$ cat config.mk
export PLATFORM = sky130hd
export DESIGN_NAME = lzd_fifo
export DESIGN_NICKNAME = d
export VERILOG_FILES = /design/src/hdl/lz_token_stream_decompressor_core_macros.svh /design/src/hdl/lzd_pkg.sv /design/src/hdl/lzd_fifo.sv
export SDC_FILE = /design/constraint.sdc
export NUM_CORES = 1
export LEC_CHECK = 0
export BUFFER_PORTS_ARGS = -buffer_cell sky130_fd_sc_hd__buf_2
export CAP_MARGIN = 20
export CORE_MARGIN = 2
export CORE_UTILIZATION = 54
export CTS_CLUSTER_SIZE = 12
export DETAILED_ROUTE_END_ITERATION = 6
export PLACE_DENSITY = 0.87
export SLEW_MARGIN = 15
export SYNTH_ARGS = -nofsm -noshare
export SYNTH_HDL_FRONTEND = slang
export SYNTH_SLANG_ARGS = --single-unit
$ cat constraint.sdc
create_clock -name i_clk -period 3.85 [get_ports i_clk]
set_clock_uncertainty 0.15 [all_clocks]
set_input_delay 0 -clock i_clk [delete_from_list [all_inputs] [get_ports i_clk]]
set_output_delay 0 -clock i_clk [all_outputs]
set_load 0.1 [all_outputs]
$ cat src/hdl/lz_token_stream_decompressor_core_macros.svh
// Assertion helpers shared by the decompressor core.
`ifndef LZ_TOKEN_STREAM_DECOMPRESSOR_CORE_MACROS_SVH
`define LZ_TOKEN_STREAM_DECOMPRESSOR_CORE_MACROS_SVH

// Implication checked at every clock edge outside reset.
`define LZD_ASSERT_IMPL(label, ante, cons, msg) \
    label: assert property (@(posedge i_clk) disable iff (!i_rst_n) (ante) |-> (cons)) \
        else $error(msg);

// Condition that must never hold outside reset.
`define LZD_ASSERT_NEVER(label, cond, msg) \
    label: assert property (@(posedge i_clk) disable iff (!i_rst_n) !(cond)) \
        else $error(msg);

`endif

$ cat src/hdl/lzd_pkg.sv
`timescale 1ns / 1ps

package lzd_pkg;

    localparam int WINDOW_SIZE_DEF = 4096;
    localparam int MAX_REF_LEN_DEF = 256;
    localparam int BPR_DEF         = 8;
    localparam int CMD_DEPTH_DEF   = 4;

    // Widths that cover the whole parameter range.
    localparam int DIST_W = 17;
    localparam int LEN_W  = 9;

    localparam logic [3:0] ST_RUN      = 4'd0;
    localparam logic [3:0] ST_DONE     = 4'd1;
    localparam logic [3:0] ST_MAGIC    = 4'd2;
    localparam logic [3:0] ST_TYPE     = 4'd3;
    localparam logic [3:0] ST_VARINT   = 4'd4;
    localparam logic [3:0] ST_ZERO_OFF = 4'd5;
    localparam logic [3:0] ST_OFF_PROD = 4'd6;
    localparam logic [3:0] ST_OFF_WIN  = 4'd7;
    localparam logic [3:0] ST_SIZE     = 4'd8;
    localparam logic [3:0] ST_AFTER    = 4'd9;
    localparam logic [3:0] ST_TRUNC    = 4'd10;
    localparam logic [3:0] ST_LEN      = 4'd11;

    localparam logic [7:0] CH_M      = 8'h4D;
    localparam logic [7:0] CH_O      = 8'h4F;
    localparam logic [7:0] CH_C      = 8'h43;
    localparam logic [7:0] CH_FIXED  = 8'h33;
    localparam logic [7:0] CH_VARINT = 8'h35;
    localparam logic [7:0] VAR_MASK  = 8'h7F;
    localparam logic [7:0] VAR_CONT  = 8'h80;

    localparam logic [7:0] TOK_LIT = 8'h00;
    localparam logic [7:0] TOK_REF = 8'h01;

    typedef enum logic [1:0] {
        OP_EMPTY = 2'd0,
        OP_LIT   = 2'd1,
        OP_COPY  = 2'd2
    } t_op;

    typedef struct packed {
        t_op                op;
        logic [7:0]         data;
        logic [DIST_W-1:0]  offset;
        logic [LEN_W-1:0]   len;
        logic [3:0]         status;
    } t_cmd;

    function automatic logic [7:0] magic_char(input logic [1:0] idx);
        logic [7:0] c;
        unique case (idx)
            2'd0:    c = CH_M;
            2'd1:    c = CH_O;
            default: c = CH_C;
        endcase
        return c;
    endfunction

endpackage

$ cat src/hdl/lzd_fifo.sv
`timescale 1ns / 1ps

// Command queue; DEPTH must be a power of two.
module lzd_fifo #(
    parameter int DEPTH = lzd_pkg::CMD_DEPTH_DEF
) (
    input  logic          i_clk,
    input  logic          i_rst_n,
    input  logic          i_push,
    input  lzd_pkg::t_cmd i_cmd,
    input  logic          i_pop,
    output lzd_pkg::t_cmd o_cmd,
    output logic          o_full,
    output logic          o_valid
);
    import lzd_pkg::*;

    localparam int AW = (DEPTH > 1) ? $clog2(DEPTH) : 1;

    t_cmd          r_mem [DEPTH];
    logic [AW-1:0] r_wr, r_rd;
    logic [AW:0]   r_cnt;

    assign o_full  = (r_cnt == (AW+1)'(DEPTH));
    assign o_valid = (r_cnt != '0);
    assign o_cmd   = r_mem[r_rd];

    always_ff @(posedge i_clk) begin
        if (i_push) begin
            r_mem[r_wr] <= i_cmd;
        end
    end

    always_ff @(posedge i_clk) begin
        if (!i_rst_n) begin
            r_wr  <= '0;
            r_rd  <= '0;
            r_cnt <= '0;
        end else begin
            if (i_push) begin
                r_wr <= r_wr + AW'(1);
            end
            if (i_pop) begin
                r_rd <= r_rd + AW'(1);
            end
            if (i_push && !i_pop) begin
                r_cnt <= r_cnt + (AW+1)'(1);
            end else if (i_pop && !i_push) begin
                r_cnt <= r_cnt - (AW+1)'(1);
            end
        end
    end

endmodule

==> results of run 1 <==
## how the worst max path moves through the flow
stage	startpoint	end	slack [ns]	cells after the start
after CTS	register	o_cmd[1]	1.33	2
after global routing	register	o_cmd[19]	1.27	2
after floorplan	r_cnt[0]$_SDFFE_PN0P_	o_full	1.15	1
final	register	o_cmd[19]	1.39	2
after detailed placement	r_wr[0]$_SDFFE_PN0P_	r_mem[0][9]$_DFFE_PP_	1.77	3
after global placement	register	o_cmd[1]	1.79	2
## sequential cells by signal, indices dropped and copies added, names as in the netlist, named ones only
name	count
r_cnt	3
r_wr	2
r_rd	2
r_mem	160
## area by class of cell
cell class                      instances  share of cell area (%)
Tap cell                              143                    2.26
Sequential cell                       169                    62.9
Clock inverter                         11                    2.43
Inverter                                4                   0.189
Clock buffer                           21                    5.81
Multi-Input combinational cell         70                    14.6
Timing Repair Buffer                  132                    11.8
## power breakdown
group,internal (mW),leakage [nW],switching (mW)
sequential,2.11,1.54,0.0667
clock,1.19,0.314,0.648
combinational,0.215,0.903,0.661
total,3.51,2.76,1.38
## cell families after synthesis
logic type / after synthesis / synth area share (%)
compound gates: 2 / 0.200
xor+xnor: 5 / 0.699
fa+ha+maj: 6 / 1.32
mux: 42 / 14.7
simple gates: 15 / 1.48
buf+inv: 13 / 2.02
flops: 169 / 79.6
## layer usage
layer  GRT usage (%)  share of wire [%]
met1            22.9                 41
met2            29.5                 52
met3            6.86                6.0
met4            7.33               0.93
met5               0                  0
## stage by stage
step | instances | hold WS, ns
5_1_grt | 550 | 0.183
4_1_cts | 547 | 0.172
3_3_place_gp | 471 | 0.0579
3_5_place_dp | 471 | 0.0683
2_1_floorplan | 252 | -0.0511
6_report | 550 | 0.181
## worst max-delay path, cell delays in order, from the launching register on
cell,delay [ns]
sky130_fd_sc_hd__dfxtp_2,1.02
sky130_fd_sc_hd__mux4_2,0.40
sky130_fd_sc_hd__buf_2,0.45
## cell usage after synthesis, drive strengths merged, types with 2 or more instances
master	count	share of area (%)
and2	9	0.90
buf	9	1.8
inv	4	0.24
or3	2	0.20
xor2	3	0.42
xnor2	2	0.28
nor2b	2	0.20
ha	5	1.0
mux4	40	14
mux2i	2	0.32
dfxtp	9	2.9
edfxtp	160	77
==> metrics.md, run 1 <==
| Metric | Value |
|---|---|
| Run status | `complete, no violations` |
| Highest attainable clock frequency | `roughly 0.41 GHz` |
| Post-synthesis average cell area | `about 25 um^2` |
| Total leakage power | `approximately 2.8 nW` |
| Total clock buffers created by CTS | `17` |
| Setup repair after global routing missed its margin | `false` |
| Combined area of all synthesized cells | `~6300 um^2` |
| Minimum setup slack among reg-to-reg paths | `1.88 ns` |
| Class of the worst hold path | `in2reg` |
| Core Region | `11400 um^2` |
| Pin count of the biggest net entering global routing | `41` |
| Total area of multi-input combinational cells | `around 1200 um^2` |
| Drc violations | `0` |
| Main flop type after synthesis | `sky130_fd_sc_hd__edfxtp_1` |
| Effective utilization at floorplan | `approximately 55%` |
| Post-Route Setup TNS | `0 ns` |
| Worst Path Max Fanout | `40` |
| Worst-case setup margin in the final layout | `~1.4 ns` |
| Arrival time of the worst setup path | `~2.3 ns` |
| Worst slew pin tran | `about 1.1 ns` |
| Port Buf Inserts | `85` |
| Type of the worst setup path | `reg2out` |
| Post-synth net total | `302` |
| Maximum count of clock buffers along a single path | `2` |
| Die Y-Extent | `112 um` |
| Detailed-placement wirelength estimate | `approximately 5900 um` |
| FF+latch count, synth | `between 150 and 200` |
| Total length of routed wires | `11100 um` |
| Post-DR vias/cell | `5.51` |
| Number of fill cells in the layout | `708` |
| Depth of the worst register-to-register path | `3` |
| Slew HR | `29.5%` |
| Hold-critical path endpoint | `r_mem[1][21]$_DFFE_PP_` |
| Wire length of the first global-routing pass | `~17000 um` |
| Standard-cell row count | `39` |
| Element type at the critical path end | `output port` |
| Antenna violations before repair | `0` |
| Root buffer selected by CTS | `sky130_fd_sc_hd__clkbuf_16` |
| IR Drop Worst-Case VDD | `roughly 360 uV` |
| Latest clock arrival within the worst-skew pair | `approximately 0.41 ns` |
| Share of flip-flops with an asynchronous set or reset | `0%` |
| Share of layout cells above drive strength 1 | `roughly two fifths` |
| Power per cell area | `approximately 620 nW/um^2` |
| Critical path data required time | `between 3 and 4 ns` |
| Total non-filler cell area in the finished layout | `just under 8000 um^2` |
| Horizontal extent of the die | `112 um` |
| Startpoint type of the worst setup path | `register` |
| Count of final max-slew check failures | `0` |
| # setup viols final | `0` |
| Via count of the routed design | `about 3000` |
| Final critical-path share of the clock period | `63.8%` |
| EDFF count, synth | `160` |
| Hold path startpoint | `i_cmd[21]` |
| Area of all sequential standard cells | `~5000 um^2` |
| Clock period minus worst slack | `approximately 2.5 ns` |
| Layout overhead on the synthesized area | `26.6%` |
| Number of distinct library cell variants in the gate-level netlist after synthesis | `19` |
| CTS tree | `done` |
| Routability congestion estimate from global placement | `0.688` |
| Post-Place Worst Slack | `approximately 1.8 ns` |
| I/O pins | `between 80 and 90` |
| Grt ovf | `0` |
| Resized cells post-CTS | `0` |
| Number of routed nets with antenna violations | `0` |
| Fin nets | `~440` |
| Via count of the first global-routing pass | `3216` |
| Worst hold path cell count | `2` |
| H-tree levels | `4` |
| Most common cell after layout, fill and taps aside | `sky130_fd_sc_hd__edfxtp_1` |
| Endpoint of the worst register-to-register path | `r_mem[1][2]$_DFFE_PP_` |
| Number of diodes | `0` |
| Clock input transition at the sequential cells of the worst setup and hold paths | `roughly 0.06 ns` |
| All-layer global routing usage | `about 18%` |
| Instance count of the mapped netlist | `approximately 250` |
| Post-CTS Repair Setup Buffers | `0` |
| Total power | `slightly below 5 mW` |
| Cell area reported after detailed placement | `slightly below 7000 um^2` |
| Die Area | `about 12000 um^2` |
| Core utilization of the finished layout | `between 60% and 70%` |
| # hold bufs at CTS | `44` |
| Sink Count | `between 150 and 200` |
| Number of warning messages in the yosys log | `0` |
| Detailed-routing iteration count for the pre-antenna-repair pass | `4` |
| Register area share after synthesis | `between 70 and 80%` |
| Final count of hold timing violations | `0` |
| Max-capacitance violation count | `0` |
| Drt first-iter violations | `between 150 and 200` |
| Crit Reg-Reg Startpoint | `r_wr[1]$_SDFFE_PN0P_` |
| Most used cells in the layout excluding fill and tap cells | `160 x sky130_fd_sc_hd__edfxtp_1, 85 x sky130_fd_sc_hd__buf_2, 44 x sky130_fd_sc_hd__dlygate4sd3_1` |
| Routed wirelength normalized by instance count | `a little over 20 um` |
Note: power is estimated with default switching activity, not from simulation.
==> run 2, diff against run 1 <==
clock period = 2.5 ns   (was 3.85 ns; I/O delays follow)
==> run 2 against run 1 <==
Effect of this change:
- global-route usage up 1.6 points
- sequential power up 52%
- non-clock buffer count is 9 higher
- first-iteration DRC count grew 6.6%
- largest cell class unchanged
- highest routed layer unchanged
==> metrics.md, run 2 (synthesized netlist as in run 1, its figures left out) <==
| Metric | Value |
|---|---|
| H-tree levels | `4 (unchanged)` |
| Topmost layer with routed signal wires | `met4` |
| Type of the worst setup path | `reg2out` |
| Root buffer selected by CTS | `sky130_fd_sc_hd__clkbuf_16` |
| Sum of routed wire segments on met1 | `4570 um (+0.26%)` |
| Die Y-Extent | `112 um (unchanged)` |
| IR Drop Worst-Case VDD | `549 uV (+54%)` |
| Latest clock arrival within the worst-skew pair | `0.41 ns (about the same)` |
| Setup repair after global routing missed its margin | `false` |
| Most common cell after layout, fill and taps aside | `sky130_fd_sc_hd__edfxtp_1` |
| Worst slew pin tran | `0.503 ns (-0.554 ns)` |
| Final standard cell count with taps included and fillers excluded | `559 (+1.6%)` |
| Post-CTS Repair Setup Buffers | `0 (unchanged)` |
| Layout overhead on the synthesized area | `25.5%` |
| I/O pins | `86 (unchanged)` |
| Critical path data required time | `2.35 ns (-1.35 ns)` |
| All-layer global routing usage | `20.0% (+1.6 points)` |
| Total clock buffers created by CTS | `17 (unchanged)` |
| Highest attainable clock frequency | `0.446 GHz` |
| Depth of the worst register-to-register path | `4 (+1)` |
| Number of diodes | `0 (unchanged)` |
| Class of the worst hold path | `in2reg` |
| Max-capacitance violation count | `0 (unchanged)` |
| Number of fill cells in the layout | `693 (-2.1%)` |
| Post-DR vias/cell | `5.36 (-2.6%)` |
| Worst Hold Margin | `0.188 ns (+0.00684 ns)` |
| Cell area reported after detailed placement | `6870 um^2 (+1.6%)` |
| Top Family by Delay on Critical Path | `buffers and inverters` |
| Drt first-iter violations | `178 (+6.6%)` |
| Final critical-path share of the clock period | `approximately 90%` |
| Via count of the first global-routing pass | `3326 (+3.4%)` |
| Cell Chain, Critical Path | `buf_4, mux4_2, buf_2` |
| Hold path startpoint | `i_cmd[11]` |
| Total non-filler cell area in the finished layout | `7860 um^2 (-0.80%)` |
| Highest-delay cell along the critical path | `sky130_fd_sc_hd__mux4_2` |
| Sink Count | `169 (unchanged)` |
| Total leakage power | `2.75 nW (-0.30%)` |
| Element type at the critical path end | `output port` |
| Combined buffer and inverter count along the critical path | `2 (+1)` |
| Share of layout cells above drive strength 1 | `41.8% (+1.5 points)` |
| Register with the most flip-flops | `r_mem` |
| Crit Reg-Reg Startpoint | `r_wr[0]$_SDFFE_PN0P_` |
| Pin count of the biggest net entering global routing | `22 (-46%)` |
| Startpoint type of the worst setup path | `register` |
| Final count of hold timing violations | `0 (unchanged)` |
| Most used cells in the layout excluding fill and tap cells | `160 x sky130_fd_sc_hd__edfxtp_1, 85 x sky130_fd_sc_hd__buf_2, 44 x sky130_fd_sc_hd__dlygate4sd3_1` |
| Placed cell count | `483 (+2.5%)` |
| Worst Path Max Fanout | `13 (-68%)` |
| Count of final max-slew check failures | `0 (unchanged)` |
| Max incr delay on CP | `0.55 ns (-0.47 ns)` |
| Detailed-routing iteration count for the pre-antenna-repair pass | `4 (unchanged)` |
| Slew HR | `66.7% (+37 points)` |
| Wire length on met2 | `6270 um (+8.7%)` |
| Wire length of the first global-routing pass | `18200 um (+8.4%)` |
| Arrival time of the worst setup path | `2.09 ns (-0.22 ns)` |
| Hold-critical path endpoint | `r_mem[0][11]$_DFFE_PP_` |
| Core Region | `11400 um^2 (unchanged)` |
| Worst hold path cell count | `2 (unchanged)` |
| Via count of the routed design | `2999 (-0.99%)` |
| Antenna violations before repair | `0 (unchanged)` |
| Stages on the worst setup path | `3 (+1)` |
| Horizontal extent of the die | `112 um (unchanged)` |
| Clock input transition at the sequential cells of the worst setup and hold paths | `0.06 ns (about the same)` |
| Minimum setup slack among reg-to-reg paths | `0.69 ns (-1.19 ns)` |
| Routed wirelength normalized by instance count | `20.6 um (+2.3%)` |
| CTS tree | `done` |
| Clock period minus worst slack | `between 2 and 2.5 ns` |
| Routed met3 length | `502 um (-24%)` |
| Total length of routed wires | `11500 um (+4.0%)` |
| Endpoint of the worst register-to-register path | `r_mem[2][9]$_DFFE_PP_` |
| Port Buf Inserts | `85 (unchanged)` |
| Die Area | `12500 um^2 (unchanged)` |
| Largest registers ranked by flip-flop count | `r_mem (160), r_cnt (3)` |
| Routability congestion estimate from global placement | `0.691 (+0.38%)` |
| Number of routed nets with antenna violations | `0 (unchanged)` |
| Grt ovf | `0 (unchanged)` |
| Fin nets | `453 (+2.0%)` |
| Effective utilization at floorplan | `55.1% (unchanged)` |
| Max reg flops | `160 (unchanged)` |
| Total power | `7.12 mW (+46%)` |
| # setup viols final | `0 (unchanged)` |
| Maximum count of clock buffers along a single path | `2 (unchanged)` |
| Standard-cell row count | `39 (unchanged)` |
| Power per cell area | `905 nW/um^2 (+47%)` |
| Detailed-placement wirelength estimate | `6790 um (+15%)` |
| Drc violations | `0 (unchanged)` |
| Run status | `complete, no violations` |
| Post-Route Setup TNS | `0 ns (unchanged)` |
==> run 2: changes by cell type in the layout (fill, tap and decap cells not counted) <==
cell                         delta
sky130_fd_sc_hd__bufinv_16      -4
sky130_fd_sc_hd__clkinvlp_4     +1
sky130_fd_sc_hd__nor3b_1        -1
sky130_fd_sc_hd__clkbuf_1       -2
sky130_fd_sc_hd__buf_12         -1
sky130_fd_sc_hd__buf_16         -1
sky130_fd_sc_hd__clkinv_2       +2
sky130_fd_sc_hd__inv_6          +3
sky130_fd_sc_hd__buf_4         +11
sky130_fd_sc_hd__clkinv_1       +2
sky130_fd_sc_hd__clkbuf_8       -2
sky130_fd_sc_hd__nor3b_2        +1
==> run 2: worst reg2reg max path, cell delays in order, from the launching register on <==
cell,delay [ns]
sky130_fd_sc_hd__dfxtp_1,0.35
sky130_fd_sc_hd__inv_1,0.09
sky130_fd_sc_hd__ha_1,0.13
sky130_fd_sc_hd__and2_2,0.41
sky130_fd_sc_hd__buf_4,0.36
==> run 2: worst max path at each step <==
stage / from / endpoint / slack, ns
3_3_place_gp: register / o_cmd[18] / 0.68
6_report: register / o_cmd[18] / 0.26
2_1_floorplan: r_wr[0]$_SDFFE_PN0P_ / r_mem[2][0]$_DFFE_PP_ / 0.44
4_1_cts: register / o_cmd[18] / 0.19
5_1_grt: register / o_cmd[18] / 0.14
3_5_place_dp: register / o_cmd[18] / 0.65
==> run 2: what timing repair did <==
| item | CTS | global route |
|---|---|---|
| hold endpoints to repair | 169 | 0 |
| resized for setup | 0 | 0 |
| hold buffers | 44 | 0 |
==> run 2: final cells by class <==
cell class | count | area [um^2] | area share, %
Sequential cell | 169 | 4990 | 63.5
Multi-Input combinational cell | 70 | 1160 | 14.8
Inverter | 4 | 15.0 | 0.191
Tap cell | 143 | 179 | 2.28
Clock inverter | 15 | 124 | 1.58
Clock buffer | 17 | 425 | 5.41
Timing Repair Buffer | 141 | 968 | 12.3
==> run 2: routing by layer <==
metal / vias to the layer above / GRT usage (%)
met5: - / 0
met4: 0 / 7.49
met3: 14 / 4.95
met2: 96 / 34.3
met1: 1534 / 24.9
li1: 1355 / -
==> run 2: report_power, final <==
group / internal (mW) / switching (mW) / leakage (nW)
Sequential: 3.25 / 0.0576 / 1.54
Combinational: 0.341 / 1.07 / 0.943
Clock: 1.37 / 1.04 / 0.265
==> run 2: through the flow <==
stage	utilization, %	worst slack, ns
global placement	60.5	0.682
detailed placement	60.5	0.654
finish	69.2	0.258
global route	69.2	0.141
CTS	69.2	0.191
floorplan	-	0.440
